File: config.mk
export PLATFORM = sky130hd
export DESIGN_NAME = rcm_divider
export DESIGN_NICKNAME = d
export VERILOG_FILES = /design/src/rtl/core/rcm_pkg.sv /design/src/rtl/core/rcm_divider.sv
export SDC_FILE = /design/constraint.sdc
export NUM_CORES = 1
export LEC_CHECK = 0
export BUFFER_PORTS_ARGS = -buffer_cell sky130_fd_sc_hd__buf_2
export CORE_ASPECT_RATIO = 0.75
export CORE_MARGIN = 10
export CORE_UTILIZATION = 55
export DETAILED_ROUTE_END_ITERATION = 8
export PLACE_DENSITY = 0.83
export SLEW_MARGIN = 10
export SYNTH_ARGS = -nofsm -noshare
export SYNTH_HDL_FRONTEND = slang
export SYNTH_SLANG_ARGS = --single-unit
File: constraint.sdc
create_clock -name clk -period 7.6 [get_ports clk]
set_clock_uncertainty 0.15 [all_clocks]
set_input_delay 1.52 -clock clk [delete_from_list [all_inputs] [get_ports clk]]
set_output_delay 1.52 -clock clk [all_outputs]
set_load 0.02 [all_outputs]
File: src/rtl/core/rcm_pkg.sv
// ---------------------------------------------------------------------------
// Radix conversion package
// Shared constants, types and helper functions for the radix conversion core.
// ---------------------------------------------------------------------------
package rcm_pkg;

  localparam int VALUE_BITS_DEF = 31;
  localparam int MAX_DIGITS_DEF = 32;

  localparam int RADIX_W = 5;
  localparam int DIGIT_W = 4;
  localparam int CHAR_W  = 7;

  localparam logic [RADIX_W-1:0] RADIX_MIN = 5'd2;
  localparam logic [RADIX_W-1:0] RADIX_MAX = 5'd16;

  localparam logic [DIGIT_W-1:0] LETTER_THRESHOLD = 4'd10;
  localparam logic [CHAR_W-1:0]  CHAR_DIGIT_BASE  = 7'd48;
  localparam logic [CHAR_W-1:0]  CHAR_LETTER_BASE = 7'd55;

  // One digit handed from the divider to the digit stack.
  typedef struct packed {
    logic               valid;
    logic [DIGIT_W-1:0] digit;
    logic               done;
  } push_t;

  function automatic logic [RADIX_W-1:0] clamp_radix(input logic [RADIX_W-1:0] r);
    logic [RADIX_W-1:0] b;
    b = r;
    if (r < RADIX_MIN) begin
      b = RADIX_MIN;
    end else if (r > RADIX_MAX) begin
      b = RADIX_MAX;
    end
    return b;
  endfunction

  function automatic logic [CHAR_W-1:0] char_of_digit(input logic [DIGIT_W-1:0] d);
    logic [CHAR_W-1:0] c;
    if (d >= LETTER_THRESHOLD) begin
      c = CHAR_LETTER_BASE + CHAR_W'(d);
    end else begin
      c = CHAR_DIGIT_BASE + CHAR_W'(d);
    end
    return c;
  endfunction

endpackage

File: src/rtl/core/rcm_divider.sv
// ---------------------------------------------------------------------------
// Radix conversion divider
// Bit-serial restoring divider that peels off one remainder digit per pass.
// ---------------------------------------------------------------------------
module rcm_divider import rcm_pkg::*; #(
  parameter int VALUE_BITS = VALUE_BITS_DEF
) (
  input  logic                  clk,
  input  logic                  rst,
  input  logic                  start,
  input  logic [VALUE_BITS-1:0] value,
  input  logic [RADIX_W-1:0]    radix,
  output logic                  busy,
  output push_t                 push
);

  localparam int CNT_W = $clog2(VALUE_BITS);
  localparam logic [CNT_W-1:0] CNT_LAST = CNT_W'(VALUE_BITS - 1);

  logic                  shifting;
  logic [VALUE_BITS-1:0] quo;
  logic [DIGIT_W-1:0]    rem;
  logic [RADIX_W-1:0]    base;
  logic [CNT_W-1:0]      cnt;

  logic [RADIX_W-1:0] partial;
  logic [RADIX_W-1:0] partial_diff;
  logic               ge;
  logic [DIGIT_W-1:0] rem_next;
  logic               quo_ge_base;
  logic               finish;

  // One quotient bit per cycle: shift the next dividend bit into the partial
  // remainder and subtract the base when it fits.
  assign partial      = {rem, quo[VALUE_BITS-1]};
  assign ge           = (partial >= base);
  assign partial_diff = partial - base;
  assign rem_next     = ge ? partial_diff[DIGIT_W-1:0] : partial[DIGIT_W-1:0];

  assign quo_ge_base = (|quo[VALUE_BITS-1:RADIX_W]) || (quo[RADIX_W-1:0] >= base);
  assign finish      = busy && !shifting && !quo_ge_base;

  assign push.valid = finish || (busy && shifting && (cnt == CNT_LAST));
  assign push.digit = shifting ? rem_next : quo[DIGIT_W-1:0];
  assign push.done  = finish;

  always_ff @(posedge clk) begin
    if (rst) begin
      busy     <= 1'b0;
      shifting <= 1'b0;
    end else if (!busy) begin
      if (start) begin
        busy     <= 1'b1;
        shifting <= 1'b0;
      end
    end else if (!shifting) begin
      if (quo_ge_base) begin
        shifting <= 1'b1;
      end else begin
        busy <= 1'b0;
      end
    end else if (cnt == CNT_LAST) begin
      shifting <= 1'b0;
    end
  end

  always_ff @(posedge clk) begin
    if (!busy) begin
      quo  <= value;
      base <= clamp_radix(radix);
    end else if (!shifting) begin
      rem <= '0;
      cnt <= '0;
    end else begin
      quo <= {quo[VALUE_BITS-2:0], ge};
      rem <= rem_next;
      cnt <= cnt + 1'b1;
    end
  end

endmodule

==> flow_summary.toml <==
[run_status]
status = "finished clean"

[logic_synthesis]
synth-seq-area-share_pct = 58.0
synth_edf_count = 45
ys_warn_count = 0
synth_common_cells = "edfxtp_1, mux2_2, ha_1, inv_1, nor2_1"
async_reset_ff_share_pct = 0
yosys.area.top_type_share_pct = 56.3
synth_flop_cell = "edfxtp_1"
synth_largest_area_cell = "edfxtp_1"
ys_ff_latch = 47
synth_fp_nets = 229
synthCells = 177
synth.most_common_cell = "edfxtp_1"
ys_types = 34
synthTopCellsByArea = "edfxtp_1, mux2_2, ha_1"
syn_avg_cell_area_um2 = 13.6
syn_area_um2 = 2400

[layout]
final_nets = 274
nFillCells = 314
synthToLayoutAreaGrowth_pct = 14.7
drive_gt1_share_pct = 38.6
antennaDiodeCount = 0
finalNonFillerCells = 278

[worst_setup_path]
rr_worst_depth = 5
reg2reg_from = "busy"
startpoint = "busy"
cp-start-kind = "flip-flop"
critPathKind = "flip-flop to output port"
crit_path_end_kind = "output port"
r2r-end = "shifting"
cp.required_ps = 5930
worstPathArrival_ps = 2360
cp_max_fo = 45
setup.worst_path.end = "push[5]"
reg2reg_slack_ps = 5500

[route]
via_per_inst = 5.45
drt-wirelength-per-cell_um = 16.6
drt_pre_antenna_iters = 4
drc = 0
wl_met2_um = 2110
met3_wirelength_um = 303
highest_layer = "met4"
via_count = 1515
drt-initial-drc-count = 95
detail-route-antenna-nets = 0
wirelength_um = 4630
wl_met1_um = 2170

[sta]
whs_ps = 428
slew_violations = 0
fmaxAchievable_mhz = 248
fin_setup_tns_ps = 0
tightest_slew_ps = 985
setup_viol = 0
maxSlewHeadroom_pct = 34.3
hold_viol = 0
fin_crit_ps = 4030
rsz0062_at_grt = "no"
period_share_pct = 53.0

[global_routing]
antenna_found_initial = 0
grt_overflow_total = 0
grt_max_degree = 46
grt_pass1_vias = 1585
grt_pass1_wl_um = 7470
grt.total_usage_pct = 12.7

[floorplanning]
ioPinCount = 46
core_area_um2 = 4130
die_h_um = 77.2
die_area_um2 = 7430
die_w_um = 96.3
start_util_pct = 58.1
rows = 20

[place]
gp_congestion = 0.817
io_buffers = 45
place_inst = 270
hpwl_um = 3570

[cts]
cts_resized = 0
clock-sinks = 47
cts_root_buffer = "clkbuf_8"
cts_inserted_buffers = 5
insertion_delay_ps = 290
cts_max_path_buffers = 2
htreeDepth = 2
cts_setup_buffers = 0
cts.clk_slew.worst_paths_ps = 80
cts_tree = "yes"
cts_hold_buffers = 0

[hold_path]
hold_path.class = "flip-flop to flip-flop"

[job]
drv_cap = 0

[pwr]
ir_worst_vdd_uv = 123
p_total_uw = 577
cellPowerDensity_nw_per_um2 = 209
cellLeakagePower_uw = 0.00111
-- metal layers --
metal | track usage [%] | up-vias
li1 | - | 746
met1 | 17.7 | 720
met2 | 18.7 | 45
met3 | 3.50 | 4
met4 | 3.38 | 0
met5 | 0 | -
-- worst min-delay path by stage --
stage	start	end	slack [ps]	cells after the start
finish	quo[16]	quo[17]	430	1
global route	quo[7]	quo[8]	460	1
CTS	quo[16]	quo[17]	430	1
detailed placement	quo[16]	quo[17]	410	1
global placement	quo[9]	quo[10]	410	1
floorplan	quo[15]	quo[16]	390	1
-- where the power goes --
| group | internal, uW | switching, uW | total, uW |
|---|---|---|---|
| Sequential | 318 | 22.8 | 340 |
| Combinational | 48.8 | 43.8 | 92.6 |
| Clock | 64.5 | 78.9 | 143 |
-- cell type report --
cell class                 count  area [um^2]  share of cell area (%)
clock buffer                   6         72.6                    2.64
clock inverter                 2         12.5                   0.455
inverter                      12         45.0                    1.64
multi-input combinational    110          928                    33.7
sequential                    47         1390                    50.6
tap                           55         68.8                    2.50
timing repair buffer          46          233                    8.45
-- worst max-delay path: stages (launching register included) --
cell      delay, ps
dfxtp_2         990
nand2b_1        160
nor2_1          160
nand3_1         120
a211oi_2        320
nand2b_1        150
buf_2           170
-- per-stage QoR --
stage	util, %	cell area, um^2	worst slack [ps]
floorplan	-	2400	3530
global placement	64.6	2670	3990
detailed placement	64.6	2670	3900
CTS	66.7	2750	3570
global route	66.7	2750	3390
finish	66.7	2750	3570
-- layout by cell type, fill, tap and decap left out, types with 5 or more instances in the layout --
cell / n
nor2_1: 11
mux2_2: 31
buf_2: 45
nor4_1: 6
ha_1: 12
a21oi_1: 5
edfxtp_1: 45
clkbuf_8: 5
inv_1: 12
nor2b_1: 7
-- state kept, by name (all words and copies together) (netlist names) --
| signal | cells |
|---|---|
| quo | 31 |
| base | 5 |
| cnt | 5 |
| rem | 4 |
| busy | 1 |
| shifting | 1 |
-- logic make-up after synthesis --
family / Yosys count / share of synthesized area (%)
flops: 47 / 58.0
simple gates: 43 / 9.85
mux: 33 / 15.4
buf+inv: 20 / 3.34
compound gates: 16 / 4.54
fa+ha+maj: 13 / 7.09
xor+xnor: 5 / 1.82
Note: power is estimated with default switching activity, not from simulation.
