--- src/rtl/core/rcm_pkg.sv ---
// ---------------------------------------------------------------------------
// Radix conversion package
// Shared constants, types and helper functions for the radix conversion core.
// ---------------------------------------------------------------------------
package rcm_pkg;

  localparam int VALUE_BITS_DEF = 31;
  localparam int MAX_DIGITS_DEF = 32;

  localparam int RADIX_W = 5;
  localparam int DIGIT_W = 4;
  localparam int CHAR_W  = 7;

  localparam logic [RADIX_W-1:0] RADIX_MIN = 5'd2;
  localparam logic [RADIX_W-1:0] RADIX_MAX = 5'd16;

  localparam logic [DIGIT_W-1:0] LETTER_THRESHOLD = 4'd10;
  localparam logic [CHAR_W-1:0]  CHAR_DIGIT_BASE  = 7'd48;
  localparam logic [CHAR_W-1:0]  CHAR_LETTER_BASE = 7'd55;

  // One digit handed from the divider to the digit stack.
  typedef struct packed {
    logic               valid;
    logic [DIGIT_W-1:0] digit;
    logic               done;
  } push_t;

  function automatic logic [RADIX_W-1:0] clamp_radix(input logic [RADIX_W-1:0] r);
    logic [RADIX_W-1:0] b;
    b = r;
    if (r < RADIX_MIN) begin
      b = RADIX_MIN;
    end else if (r > RADIX_MAX) begin
      b = RADIX_MAX;
    end
    return b;
  endfunction

  function automatic logic [CHAR_W-1:0] char_of_digit(input logic [DIGIT_W-1:0] d);
    logic [CHAR_W-1:0] c;
    if (d >= LETTER_THRESHOLD) begin
      c = CHAR_LETTER_BASE + CHAR_W'(d);
    end else begin
      c = CHAR_DIGIT_BASE + CHAR_W'(d);
    end
    return c;
  endfunction

endpackage

--- src/rtl/core/rcm_stack.sv ---
// ---------------------------------------------------------------------------
// Radix conversion digit stack
// Collects digits least significant first and pops them into the output.
// ---------------------------------------------------------------------------
module rcm_stack import rcm_pkg::*; #(
  parameter int MAX_DIGITS = MAX_DIGITS_DEF
) (
  input  logic               clk,
  input  logic               rst,
  input  push_t              push,
  output logic               busy,
  output logic               out_valid,
  input  logic               out_ready,
  output logic [DIGIT_W-1:0] out_digit,
  output logic [CHAR_W-1:0]  out_char,
  output logic               out_last
);

  localparam int CNT_W = $clog2(MAX_DIGITS + 1);
  localparam int AW    = $clog2(MAX_DIGITS);

  localparam logic [1:0] ST_IDLE = 2'd0;
  localparam logic [1:0] ST_READ = 2'd1;
  localparam logic [1:0] ST_LOAD = 2'd2;
  localparam logic [1:0] ST_HOLD = 2'd3;

  logic [1:0]         state;
  logic [CNT_W-1:0]   count;
  logic [CNT_W-1:0]   count_dec;
  logic               wr_en;
  logic [DIGIT_W-1:0] mem [MAX_DIGITS];
  logic [DIGIT_W-1:0] rd_data;

  assign count_dec = count - 1'b1;
  assign wr_en     = push.valid && (count < CNT_W'(MAX_DIGITS));
  assign busy      = (state != ST_IDLE);

  always_ff @(posedge clk) begin
    if (wr_en) begin
      mem[count[AW-1:0]] <= push.digit;
    end
    rd_data <= mem[count_dec[AW-1:0]];
  end

  always_ff @(posedge clk) begin
    if (rst) begin
      state     <= ST_IDLE;
      count     <= '0;
      out_valid <= 1'b0;
    end else begin
      unique case (state)
        ST_IDLE: begin
          if (wr_en) begin
            count <= count + 1'b1;
          end
          if (push.done) begin
            state <= ST_READ;
          end
        end
        ST_READ: begin
          count <= count_dec;
          state <= ST_LOAD;
        end
        ST_LOAD: begin
          out_valid <= 1'b1;
          state     <= ST_HOLD;
        end
        ST_HOLD: begin
          if (out_ready) begin
            out_valid <= 1'b0;
            state     <= out_last ? ST_IDLE : ST_READ;
          end
        end
        default: begin
          state <= ST_IDLE;
        end
      endcase
    end
  end

  always_ff @(posedge clk) begin
    if (state == ST_LOAD) begin
      out_digit <= rd_data;
      out_char  <= char_of_digit(rd_data);
      out_last  <= (count == '0);
    end
  end

endmodule

--- config.mk ---
export PLATFORM = sky130hd
export DESIGN_NAME = rcm_stack
export DESIGN_NICKNAME = d
export VERILOG_FILES = /design/src/rtl/core/rcm_pkg.sv /design/src/rtl/core/rcm_stack.sv
export SDC_FILE = /design/constraint.sdc
export NUM_CORES = 1
export LEC_CHECK = 0
export BUFFER_PORTS_ARGS = -buffer_cell sky130_fd_sc_hd__buf_4
export CORE_UTILIZATION = 30
export DETAILED_ROUTE_END_ITERATION = 7
export GPL_ROUTABILITY_DRIVEN = 0
export HOLD_SLACK_MARGIN = 0.02
export PLACE_DENSITY = 0.46
export SLEW_MARGIN = 20
export SYNTH_ARGS = -nofsm -noshare
export SYNTH_HDL_FRONTEND = slang
export SYNTH_SLANG_ARGS = --single-unit
--- constraint.sdc ---
create_clock -name clk -period 3.3 [get_ports clk]
set_input_delay 0.33 -clock clk [delete_from_list [all_inputs] [get_ports clk]]
set_output_delay 0.33 -clock clk [all_outputs]
set_load 0.005 [all_outputs]
==> results.md, run 1 <==
Run status:
- The run finished with clean final reports.

Clock tree:
- The number of clock sinks is 153.
- After clock tree synthesis, the clock-pin slew on the worst setup and hold paths is 60 ps.
- The TritonCTS clock tree is done.
- For the worst-skew pair, the clock arrives at the later sink with an insertion delay of 410 ps.
- The number of hold buffers added after CTS is 0.
- The tree is rooted in a sky130_fd_sc_hd__clkbuf_16.
- The H-tree depth reported by CTS is 4.
- The total setup buffers inserted after CTS is 0.
- The longest clock path from root to sink contains 2 buffers.
- The post-cts resize count is 0.
- The number of buffers created by CTS is 17.

Finish:
- For this run, the number of standard cells in the final layout without fillers is 686.
- The number of antenna diodes in the final layout is 0.
- The fraction of layout cells with a size suffix above 1 is 25.72%.
- The final core area utilization is 36.41%.
- For this run, the post-layout net count is 424.
- Fill cells in the final layout number 1951.
- Relative to the synthesized area, the layout overhead comes to 17.36%.

Job:
- Across the run, the number of max-cap violations was 0.

Die:
- Measured along the x axis, the die boundary spans 147.8 um.
- The core outline area is 0.02056 mm^2.
- The count of standard-cell rows is 52.
- Once the floorplan was initialized, standard cells occupied 31.02% of the core.
- The area of the die is 0.02185 mm^2.
- In this run the count of I/O pins placed on the die edge is 23.
- The overall die height is 147.8 um.

Yosys:
- The yosys synthesis warning count is 0.
- The post-synthesis cell count is 372.
- The sequential cell area fraction in the yosys report is 69.99%.
- The count of distinct cell types in the synthesized netlist is 40.
- The mean area per synthesized cell is 17.15 um^2.
- Counting flops with a built-in enable in the synthesized netlist gives 140.
- The post-synthesis net count is 393.
- For this run, the leading register cell type out of synthesis is sky130_fd_sc_hd__edfxtp_1.
- The area of the mapped netlist is 0.006379 mm^2.
- The number of synthesized register bits is 153.
- The share of flip-flops with an asynchronous set or reset is 0%.

STA:
- The final number of max-transition violations is 0.
- The final number of hold-violating endpoints was 0.
- The setup slack of the critical path after layout is 920.2 ps.
- Setup repair after global routing left no endpoint under its margin.
- The clock skew is 10.17 ps.
- The maximum clock frequency is 420.2 MHz.
- The worst path needs 2380 ps of the cycle, external delays included.
- The slew at the pin with the worst max-slew slack is 696.3 ps.
- The worst path uses 72.11% of the clock period.
- The smallest hold slack is 162.3 ps.
- The setup total negative slack is 0 ps.
- The worst max-slew margin expressed relative to the limit is 52.25%.
- Setup violations remaining at the end of the flow were counted as 0.

Min path:
- The worst hold path terminates at count[2]$_SDFFE_PP0P_.
- The worst hold path class is in -> reg.
- The worst hold path passes through 2 cells.
- The worst hold path begins at rst.

Drt:
- The post-route DRC violation count is 0.
- The initial detailed-routing violation count is 146.
- The per-cell via count in the routed design is 4.684.
- The routed via count is 3213.
- The count of TritonRoute iterations in the first routing pass is 4.
- Wires add up to 13000 um.
- Once detail routing completed, the nets flagged for antenna violations numbered 0.
- In the final routed layout, each cell accounts on average for 18.95 um.

Worst setup path:
- The reg2reg setup slack is 920 ps.
- On the worst path, the slowest cell contributes a delay of 480 ps.
- The buffer and inverter count on the worst path is 2.
- The worst setup path is of the reg -> reg kind.
- The cell with the largest stage delay on the worst path is sky130_fd_sc_hd__dfxtp_1.
- Traced cell by cell, the critical path runs through inv_1 > ha_1 > buf_4 > mux4_2 > mux2_2 > o22ai_1 > nor2_1.
- The kind of capture point of the worst setup path is a flop.
- In this run the worst path has a maximum fanout of 16.
- The critical path crosses 7 cells after its start point.
- In this run the critical register-to-register path is captured at rd_data[2]$_DFF_P_.
- The data required time at the worst endpoint is 3600 ps.
- The number of cells traversed by the worst register-to-register path is 7.
- Data on the critical path arrives at its endpoint at 2680 ps.
- The startpoint identified for the worst register-to-register timing path is count[1]$_SDFFE_PP0P_.
- The family with the most delay on the worst path is multiplexers.
- The worst setup path is launched from a flop.

Global routing:
- The largest net degree at the start of global routing is 33.
- Global routing consumed, over all layers together, 12.75% of the routing resources.
- The global-route congestion overflow total is 0.
- The number of global-route vias before repair is 3317.
- The number of antenna violations at the first check in global routing is 0.
- The wire length of the first global-routing pass is 20100 um.

Placed design:
- The minimum setup slack after placement is 892.6 ps.
- The total placed cells including tap cells is 654.
- The HPWL after detailed placement is 8639 um.
- The quantity of I/O buffers inserted on ports is 22.

Power:
- The maximum ir drop on the vdd rail is 557.5 uV.
- The static power due to leakage is 2.456 nW.
- Power spread over the standard cell area amounts to 895.4 mW/mm^2.
-- registers in the layout, indices dropped and copies added, names as in the netlist --
signal	count
mem	128
out_char	7
count	6
out_digit	4
rd_data	4
state	2
out_last	1
out_valid	1
-- synth_stat cells (2+ instances only) --
cell                       instances  share of area (%)
sky130_fd_sc_hd__nor2_1           52                3.1
sky130_fd_sc_hd__nand2b_1          2               0.20
sky130_fd_sc_hd__nor2b_1           3               0.29
sky130_fd_sc_hd__clkbuf_1          8               0.47
sky130_fd_sc_hd__nand4b_1          2               0.27
sky130_fd_sc_hd__xor2_1            2               0.27
sky130_fd_sc_hd__a22o_1            4               0.55
sky130_fd_sc_hd__buf_2             5               0.39
sky130_fd_sc_hd__a211oi_1          2               0.24
sky130_fd_sc_hd__a21oi_1           6               0.47
sky130_fd_sc_hd__or3b_2            2               0.27
sky130_fd_sc_hd__o21ai_0           7               0.55
sky130_fd_sc_hd__o22ai_1           5               0.49
sky130_fd_sc_hd__mux2i_1          10                1.6
sky130_fd_sc_hd__ha_1             12                2.4
sky130_fd_sc_hd__mux4_2           32                 11
sky130_fd_sc_hd__nand2_1          13               0.77
sky130_fd_sc_hd__mux2_2           10                1.8
sky130_fd_sc_hd__dfxtp_1          13                4.1
sky130_fd_sc_hd__buf_6             3               0.53
sky130_fd_sc_hd__o31ai_1           3               0.35
sky130_fd_sc_hd__xnor2_1           5               0.69
sky130_fd_sc_hd__edfxtp_1        140                 66
sky130_fd_sc_hd__a22oi_1           2               0.24
sky130_fd_sc_hd__inv_1            10               0.59
sky130_fd_sc_hd__nand3b_1          5               0.59
-- kinds of logic after synthesis --
| group | synth area share (%) |
|---|---|
| AND/OR/NAND/NOR | 6.199 |
| AO/OA/AOI/OAI | 3.629 |
| XOR/XNOR | 1.216 |
| multiplexers | 14.63 |
| adder cells (fa/ha/maj) | 2.354 |
| flip-flops | 69.99 |
| buffers and inverters | 1.981 |
-- through the flow --
stage                     cell area [um^2]  power (mW)
after floorplan                       6379       4.029
after global placement                6839       4.654
after global routing                  7486       7.049
after CTS                             7486       6.794
after detailed placement              6839       4.670
final                                 7486       6.703
-- worst register-to-register path: stages (launching register included) --
cell and delay, ps:
sky130_fd_sc_hd__dfxtp_1 480, sky130_fd_sc_hd__inv_1 140, sky130_fd_sc_hd__ha_1 320, sky130_fd_sc_hd__buf_4 270
sky130_fd_sc_hd__mux4_2 390, sky130_fd_sc_hd__mux2_2 310, sky130_fd_sc_hd__o22ai_1 280, sky130_fd_sc_hd__nor2_1 70
-- how the worst max path moves through the flow --
stage	start	to	slack [ps]
after floorplan	count[0]$_SDFFE_PP0P_	rd_data[0]$_DFF_P_	750
after global placement	count[1]$_SDFFE_PP0P_	rd_data[1]$_DFF_P_	910
after CTS	count[1]$_SDFFE_PP0P_	rd_data[2]$_DFF_P_	880
after detailed placement	count[1]$_SDFFE_PP0P_	rd_data[2]$_DFF_P_	890
final	count[1]$_SDFFE_PP0P_	rd_data[2]$_DFF_P_	920
after global routing	count[1]$_SDFFE_PP0P_	rd_data[1]$_DFF_P_	800
-- final cells by class --
type                       instances  area (um^2)  share of cell area [%]
timing repair buffer              28        210.2                   2.808
clock buffer                      17        425.4                   5.683
multi-input combinational        193         1788                   23.88
clock inverter                    15        221.5                   2.958
inverter                          10        37.54                  0.5014
tap                              270        337.8                   4.513
sequential                       153         4466                   59.65
-- routing by layer --
metal	part of all wire (%)	GRT usage [%]	up-vias	wire length (um)
li1	-	-	1509	-
met1	48	17.28	1627	6241
met2	47	20.35	68	6127
met3	3.9	2.994	9	504
met4	0.97	3.711	0	126
met5	0	0	-	0
-- report_power, final --
| part | total (mW) | leakage (nW) | internal [mW] | switching (mW) |
|---|---|---|---|---|
| clock network | 2.12 | 0.307 | 1.34 | 0.775 |
| registers | 2.52 | 1.37 | 2.35 | 0.168 |
| logic | 2.07 | 0.778 | 0.971 | 1.10 |
| total | 6.70 | 2.46 | 4.66 | 2.04 |
-- placed cells by master, fill, tap and decap left out, types with 3 or more instances in the layout --
master,synthesis,final
sky130_fd_sc_hd__mux4_2,32,32
sky130_fd_sc_hd__nand2_1,13,13
sky130_fd_sc_hd__a21oi_1,6,6
sky130_fd_sc_hd__buf_4,0,28
sky130_fd_sc_hd__clkbuf_16,0,17
sky130_fd_sc_hd__xnor2_1,5,5
sky130_fd_sc_hd__mux2_2,10,10
sky130_fd_sc_hd__mux2i_1,10,10
sky130_fd_sc_hd__edfxtp_1,140,140
sky130_fd_sc_hd__dfxtp_1,13,12
sky130_fd_sc_hd__nand3b_1,5,5
sky130_fd_sc_hd__o22ai_1,5,5
sky130_fd_sc_hd__bufinv_16,0,5
sky130_fd_sc_hd__inv_1,10,10
sky130_fd_sc_hd__nor2b_1,3,3
sky130_fd_sc_hd__ha_1,12,12
sky130_fd_sc_hd__a22o_1,4,4
sky130_fd_sc_hd__nor2_1,52,52
sky130_fd_sc_hd__o21ai_0,7,7
sky130_fd_sc_hd__o31ai_1,3,3
sky130_fd_sc_hd__clkinvlp_4,0,3
No activity file was read; power rests on OpenSTA's default activity.
==> run 2, diff against run 1 <==
ABC_AREA = 1   (was default)
PLACE_DENSITY = 0.45   (was 0.46)
clock period = 2.26 ns   (was 3.3 ns; I/O delays follow)
==> run 2 against run 1 <==
Effect of this change: non-clock buffer count up 8; largest cell class unchanged; cell count is 51% higher; largest power group is now combinational cells; critical path type unchanged; core utilization shrank 1.0 points; global-route usage up 2.2 points; hold slack got worse by 6.7 ps.
==> results.md, run 2 <==
Finish:
- The repair_antennas step left the layout with diodes totalling 0.
- The layout overhead on the synthesized area is 15.62%.
- The fraction of layout cells with a size suffix above 1 is 9.682%.
- The filler cells instantiated in the layout total 2273.
- In the layout the commonest cells are sky130_fd_sc_hd__nand2_1 (203), sky130_fd_sc_hd__edfxtp_1 (140), sky130_fd_sc_hd__inv_1 (117).
- The register with the most flip-flops in the layout has 128 of them.
- The net count of the finished layout is 762.
- Leaving out fill and tap cells, the most frequent cell in the layout is sky130_fd_sc_hd__nand2_1.

Yosys:
- The share of flip-flops with an asynchronous set or reset is 0%.
- The most instantiated flip-flop cell in the synthesis netlist is sky130_fd_sc_hd__edfxtp_1.
- Among all cell types in the netlist, the one instantiated most often is sky130_fd_sc_hd__nand2_1.
- The yosys synthesis warning count is 0.
- The post-synthesis cell count is 711.
- The top cell type by total area after synthesis is sky130_fd_sc_hd__edfxtp_1.
- By count the netlist is led by sky130_fd_sc_hd__nand2_1 (203), sky130_fd_sc_hd__edfxtp_1 (140), sky130_fd_sc_hd__inv_1 (117), sky130_fd_sc_hd__nand3_1 (97), sky130_fd_sc_hd__nor2_1 (66).
- Averaged over all synthesized cells, the footprint is 9.710 um^2.
- The number of synthesized register bits is 153.
- The count of distinct cell types in the synthesized netlist is 25.
- The area of the mapped netlist is 0.006904 mm^2.
- The post-synthesis net count is 732.
- The top cell type by area accounts for 60.89% of the synthesized area.
- The synthesized design contains 140 enable-type register cells.
- Sorting the synthesized cells by area gives the leading types as sky130_fd_sc_hd__edfxtp_1 (61%), sky130_fd_sc_hd__nand2_1 (11%), sky130_fd_sc_hd__nand3_1 (7.0%), sky130_fd_sc_hd__inv_1 (6.4%), sky130_fd_sc_hd__dfxtp_1 (3.8%).
- The sequential cell area fraction in the yosys report is 64.66%.

Drt:
- The routed via count is 4745.
- After the first detailed-routing iteration, the DRC count stood at 369.
- The first TritonRoute pass finished after 5 iterations.
- The routed design has 16510 um of wire.
- The count of nets left with antenna violations once routing finished came out at 0.
- Dividing the detail-routed wire length by the instance count gives 15.89 um.
- The per-cell via count in the routed design is 4.567.
- The post-route DRC violation count is 0.

Power:
- The static power due to leakage is 3.338 nW.
- The design draws 10.44 mW.
- Dividing total power by cell area gives a power density of 1307 mW/mm^2.
- The maximum ir drop on the vdd rail is 545.6 uV.

Die:
- The x dimension of the die is 153.7 um.
- The area of the die is 0.02362 mm^2.
- The initial standard-cell utilization of the core is 30.59%.
- In this run the count of I/O pins placed on the die edge is 23.
- The core outline area is 0.02257 mm^2.
- The count of standard-cell rows is 55.
- In this run the vertical extent of the chip is 153.7 um.

Clock tree:
- The number of buffers created by CTS is 17.
- Post-CTS repair changed the size of 0 cells.
- TritonCTS built the clock tree.
- The maximum clock insertion buffer count is 2.
- After clock tree synthesis, the clock-pin slew on the worst setup and hold paths is 60 ps.
- The number of hold buffers added after CTS is 1.
- The total setup buffers inserted after CTS is 0.
- The number of clock sinks is 153.
- In this run the number of H-tree levels came out at 4.
- At the later pin of the worst-skew pair, clock insertion delay measures 430 ps.
- The root buffer cell is sky130_fd_sc_hd__clkbuf_16.

Global routing:
- The number of antenna violations at the first check in global routing is 0.
- Entering global routing, the biggest net connects 39 pins.
- The global-route congestion overflow total is 0.
- The number of global-route vias before repair is 4907.
- The first global-routing pass estimated 26210 um of wire.
- For this run, the total global-route usage over all layers was measured as 14.96%.

Min path:
- For hold timing, the worst endpoint is out_valid$_SDFFE_PP0P_.
- The path class of the tightest hold or removal check is in -> reg.
- The worst hold path depth is 4.
- In this run the most critical hold path is launched from out_ready.

Worst setup path:
- The classification of the worst setup path is reg -> reg.
- The data required time at the worst endpoint is 2630 ps.
- The kind of capture point of the worst setup path is a flop.
- Counting cells, the worst reg-to-reg path comes to 9.
- The startpoint of the lowest-slack register-to-register path is count[1]$_SDFFE_PP0P_.
- Along the worst path, the maximum fanout reaches 38.
- The endpoint arrival time on the critical path is 2430 ps.
- The reg2reg setup slack is 210 ps.
- The element type at the critical path start is a flop.
- The endpoint identified for the worst register-to-register timing path is rd_data[2]$_DFF_P_.

STA:
- The time the final worst path needs with I/O delays and setup is 2055 ps.
- The total setup violations reported at the end of the flow is 0.
- Headroom to the max-slew limit came out at 56.12%.
- Setup total negative slack on the finished layout was measured at 0 ps.
- The worst path meets setup with 205.2 ps of slack.
- The final number of hold-violating endpoints is 0.
- The slew at the pin with the worst max-slew slack is 656.7 ps.
- Of the available clock period, the critical path in the final layout requires 90.92%.
- The final number of max-transition violations came to 0.
- Setup repair after global routing left no endpoint under its margin.
- The maximum clock frequency is 486.7 MHz.
- On the final layout, the worst clock skew is 6.325 ps.

Job:
- Across the run, the number of max-cap violations was 0.

Placed design:
- The minimum setup slack after placement is 295.6 ps.
- In this run the tool buffered the top-level ports with 22 buffer cells.
- The sum of net half-perimeters after detailed placement is 11110 um.

Run status:
- The run finished with clean final reports.
## run 2: cell count changes after synthesis, sizes merged, moves of 5 or more
cell	change
nand2	+191
inv	+110
nand3	+96
mux4	-32
nor2	+14
buf	+13
mux2	-10
mux2i	-10
nand3b	-5
o21ai	+5
## run 2: per-layer routing
| metal | wire length (um) | vias to the layer above | GRT usage, % | part of all wire [%] |
|---|---|---|---|---|
| li1 | - | 2349 | - | - |
| met1 | 7726 | 2262 | 19.37 | 47 |
| met2 | 7756 | 120 | 24.57 | 47 |
| met3 | 880 | 14 | 4.030 | 5.3 |
| met4 | 144 | 0 | 4.143 | 0.87 |
| met5 | 0 | - | 0 | 0 |
## run 2: worst max-delay path, stage by stage, from the launching register on
cell,delay (ps)
sky130_fd_sc_hd__dfxtp_1,440
sky130_fd_sc_hd__inv_1,150
sky130_fd_sc_hd__ha_1,330
sky130_fd_sc_hd__buf_4,390
sky130_fd_sc_hd__nand3_1,150
sky130_fd_sc_hd__nand3_1,120
sky130_fd_sc_hd__nand3_1,120
sky130_fd_sc_hd__nand2_1,130
sky130_fd_sc_hd__nand2_1,80
sky130_fd_sc_hd__nand2_1,80
## run 2: final cells by class
cell class	count	area, um^2	share of cell area (%)
Tap cell	285	356.6	4.467
Clock buffer	17	425.4	5.329
Inverter	120	450.4	5.643
Multi-Input combinational cell	413	1868	23.40
Clock inverter	15	143.9	1.803
Sequential cell	153	4466	55.94
Timing Repair Buffer	36	272.8	3.417
## run 2: kinds of logic after synthesis
logic type | synth area share (%)
XOR/XNOR | 0.8520
adder cells (fa/ha/maj) | 2.175
flip-flops | 64.66
buffers and inverters | 8.282
AO/OA/AOI/OAI | 2.121
AND/OR/NAND/NOR | 21.91
## run 2: per-stage QoR
stage / utilization [%] / hold slack, ps / instance area (um^2) / cells
final: 35.37 / 155.6 / 7983 / 1039
after global routing: 35.37 / 209.2 / 7983 / 1039
after CTS: 35.37 / 133.6 / 7983 / 1039
after detailed placement: 32.80 / 471.8 / 7403 / 1006
after global placement: 32.80 / 470.1 / 7403 / 1006
after floorplan: - / 295.1 / 6904 / 711
## run 2: power breakdown
group          total (mW)  internal, mW  switching [mW]
Clock                2.71          1.54            1.18
Sequential           3.64          3.46           0.174
Combinational        4.09          1.31            2.77
## run 2: how the worst max path moves through the flow
stage                     depth (start not counted)                   from                    to  slack (ps)
after floorplan                                  13  count[0]$_SDFFE_PP0P_    rd_data[0]$_DFF_P_         190
after global placement                            4  count[1]$_SDFFE_PP0P_  mem[20][3]$_DFFE_PP_         330
after detailed placement                          9  count[1]$_SDFFE_PP0P_    rd_data[2]$_DFF_P_         300
after CTS                                         9  count[1]$_SDFFE_PP0P_    rd_data[2]$_DFF_P_         280
after global routing                              9  count[1]$_SDFFE_PP0P_    rd_data[2]$_DFF_P_         110
final                                             9  count[1]$_SDFFE_PP0P_    rd_data[2]$_DFF_P_         210
==> run 3, diff against run 2 <==
CORE_ASPECT_RATIO = 1.5   (was default)
CTS_CLUSTER_DIAMETER = 80   (was default)
clock period = 2 ns   (was 2.26 ns; I/O delays follow)
==> run 3 against run 2 <==
Effect of this change: sequential share of layout area down 1.4 points; cell count grew 1.2%; clock power is 20% higher; critical path depth increased by 2; critical path type unchanged; largest cell class unchanged; highest routed layer unchanged.
==> results.md, run 3 (same netlist as run 2, synthesis figures left out) <==
Clock tree:
- The number of clock sinks is 153.
- Clock tree synthesis inserted a total of 17 buffers.
- For the worst-skew pair, the clock arrives at the later sink with an insertion delay of 430 ps.
- TritonCTS built the clock tree.
- The clock tree synthesis step divided the H-tree into 4 levels.
- The maximum clock insertion buffer count is 2.
- The clock-pin slew on the worst setup and hold paths is 60 ps.
- The root buffer cell is sky130_fd_sc_hd__clkbuf_16.
- The total setup buffers inserted after CTS is 0.

Global routing:
- For this run the aggregate overflow at the end of global routing stands at 0.
- The layer with the highest usage after global routing is met2.
- The routing usage on met1 is 17.11%.
- The met3 layer usage reported by global route is 3.224%.
- Entering global routing, the biggest net connects 62 pins.
- In the global route stage, overall resource usage came out at 15.47%.
- The wire length of the first global-routing pass is 27000 um.
- Global routing used 28.29% of the available met2 tracks.
- The number of antenna violations at the first check in global routing is 0.
- The number of global-route vias before repair is 5008.

Run status:
- The run finished with clean final reports.

Job:
- The count of max-cap constraint violations is 0.

Power:
- The switching part of the total power is 38.12%.
- Sequential cells burn 33.7% of the power.
- VDD sags by at most 686.9 uV.
- The static power due to leakage is 3.465 nW.
- The power dissipated by switching net loads is 4.696 mW.
- The relative contribution of the clock network to total power is 26.4%.
- The power per cell area is 1504 mW/mm^2.
- The internal power consumption is 7.622 mW.
- In this run, the combinational gates consume 39.9% of the power.

Die:
- The number of primary I/O pins is 23.
- The floorplan step set the die height to 187.8 um.
- The die is 125.9 um wide.
- The count of standard-cell rows is 67.
- The floorplan step defined a core boundary enclosing 0.02247 mm^2.
- The die covers 0.02364 mm^2.
- Once the floorplan was initialized, standard cells occupied 30.73% of the core.

STA:
- The part of the cycle the worst path needs is 90.95%.
- Setup repair after global routing left no endpoint under its margin.
- In this run the tightest slew margin relative to its limit is 62.97%.
- The final number of max-transition violations is 0.
- The time the final worst path needs with I/O delays and setup is 1819 ps.
- The total setup violations reported at the end of the flow is 0.
- The slew at the pin with the worst max-slew slack is 555.4 ps.
- The maximum clock frequency is 549.8 MHz.
- The setup total negative slack is 0 ps.
- Clock skew on the completed layout was measured at 8.902 ps.
- The final number of hold-violating endpoints is 0.
- Once routing completed, OpenROAD measured the worst setup slack at 181.1 ps.

Finish:
- For this run, the share of the core covered by cells in the final layout is 36.46%.
- The library cell used most frequently in the layout, excluding fill and tap cells, is sky130_fd_sc_hd__nand2_1.
- Compared with the post-synthesis result, the final layout area differs by 18.65%.
- In the layout the commonest cells are sky130_fd_sc_hd__nand2_1 (203), sky130_fd_sc_hd__edfxtp_1 (140), sky130_fd_sc_hd__inv_1 (117).
- The layout net count is 783.
- The register with the most flip-flops in the layout has 128 of them.
- In the final layout, the share of cells above drive strength 1 is 12.13%.
- 0 antenna diodes ended up in the layout.
- The final instance count without filler cells is 1051.

Worst setup path:
- STA puts the critical path data arrival time at 2140 ps.
- The element type at the critical path start is a flop.
- The data required time at the worst endpoint is 2320 ps.
- The critical path is of the reg -> reg type.
- Along the worst path, the maximum fanout reaches 28.
- STA classifies the critical path endpoint as a flop.

Placed design:
- The minimum setup slack after placement is 181.7 ps.
- The quantity of I/O buffers inserted on ports is 22.
- In this run, placement finished with an instance count of 1018.
- The sum of net half-perimeters after detailed placement is 11770 um.

Drt:
- The post-route DRC violation count is 0.
- The per-cell via count in the routed design is 4.657.
- The routed design has 17090 um of wire.
- The count of TritonRoute iterations in the first routing pass is 7.
- The mean routed wirelength per cell is 16.26 um.
- The count of nets left with antenna violations once routing finished came out at 0.
- The routed via count is 4894.
- The initial detailed-routing violation count is 301.

Min path:
- In this run the worst hold path is classified as in -> reg.
-- run 3: what timing repair did --
| item | in CTS | in global routing |
|---|---|---|
| endpoints found under the setup margin | 0 | 1 |
| hold buffers | 1 | 0 |
| hold endpoints to repair | 5 | 0 |
| resized for setup | 0 | 1 |
-- run 3: power by group through the flow --
stage | sequential [mW] | combinational (mW) | clock, mW
detailed placement | 4.23 | 4.97 | 0
finish | 4.15 | 4.92 | 3.25
global placement | 4.22 | 4.93 | 0
global route | 4.19 | 5.58 | 3.44
floorplan | 4.10 | 3.21 | 0
CTS | 4.16 | 4.99 | 3.32
-- run 3: metrics by stage --
step	hold WS [ps]	power, mW	instance area (um^2)
after floorplan	269.1	7.312	6913
after global placement	439.9	9.157	7577
after detailed placement	442.0	9.192	7577
after CTS	101.9	12.47	8188
after global routing	159.3	13.22	8192
final	112.7	12.32	8192
-- run 3: worst paths after layout --
path                            depth (start not counted)                     end                   from  slack, ps
worst max-delay path                                   11      rd_data[0]$_DFF_P_  count[0]$_SDFFE_PP0P_        180
worst min register to register                          0  out_digit[3]$_DFFE_PP_     rd_data[3]$_DFF_P_        510
worst min-delay path                                    4  out_valid$_SDFFE_PP0P_              out_ready        110
worst max register to register                         11      rd_data[0]$_DFF_P_  count[0]$_SDFFE_PP0P_        180
-- run 3: final cells by class --
class | instances | area (um^2)
Tap cell | 276 | 345.3
Sequential cell | 153 | 4466
Fill cell | 2280 | 14270
Timing Repair Buffer | 57 | 459.2
Clock inverter | 15 | 175.2
Multi-Input combinational cell | 413 | 1871
Clock buffer | 17 | 425.4
Inverter | 120 | 450.4
-- run 3: per-layer routing --
layer	vias up	routed length, um
met2	85	9136
met4	0	456
met1	2396	7059
met3	27	433
met5	-	0
li1	2386	-
-- run 3: worst max-delay path, stage by stage, from the launching register on --
cell                      delay [ps]
sky130_fd_sc_hd__dfxtp_2         450
sky130_fd_sc_hd__inv_2           100
sky130_fd_sc_hd__ha_1            360
sky130_fd_sc_hd__inv_2            90
sky130_fd_sc_hd__buf_12          180
sky130_fd_sc_hd__nor2_1           60
sky130_fd_sc_hd__nand2_1          50
sky130_fd_sc_hd__nand3_1          80
sky130_fd_sc_hd__nand3_1         130
sky130_fd_sc_hd__nand2_1          80
sky130_fd_sc_hd__nand2_1          70
sky130_fd_sc_hd__nand2_1          50
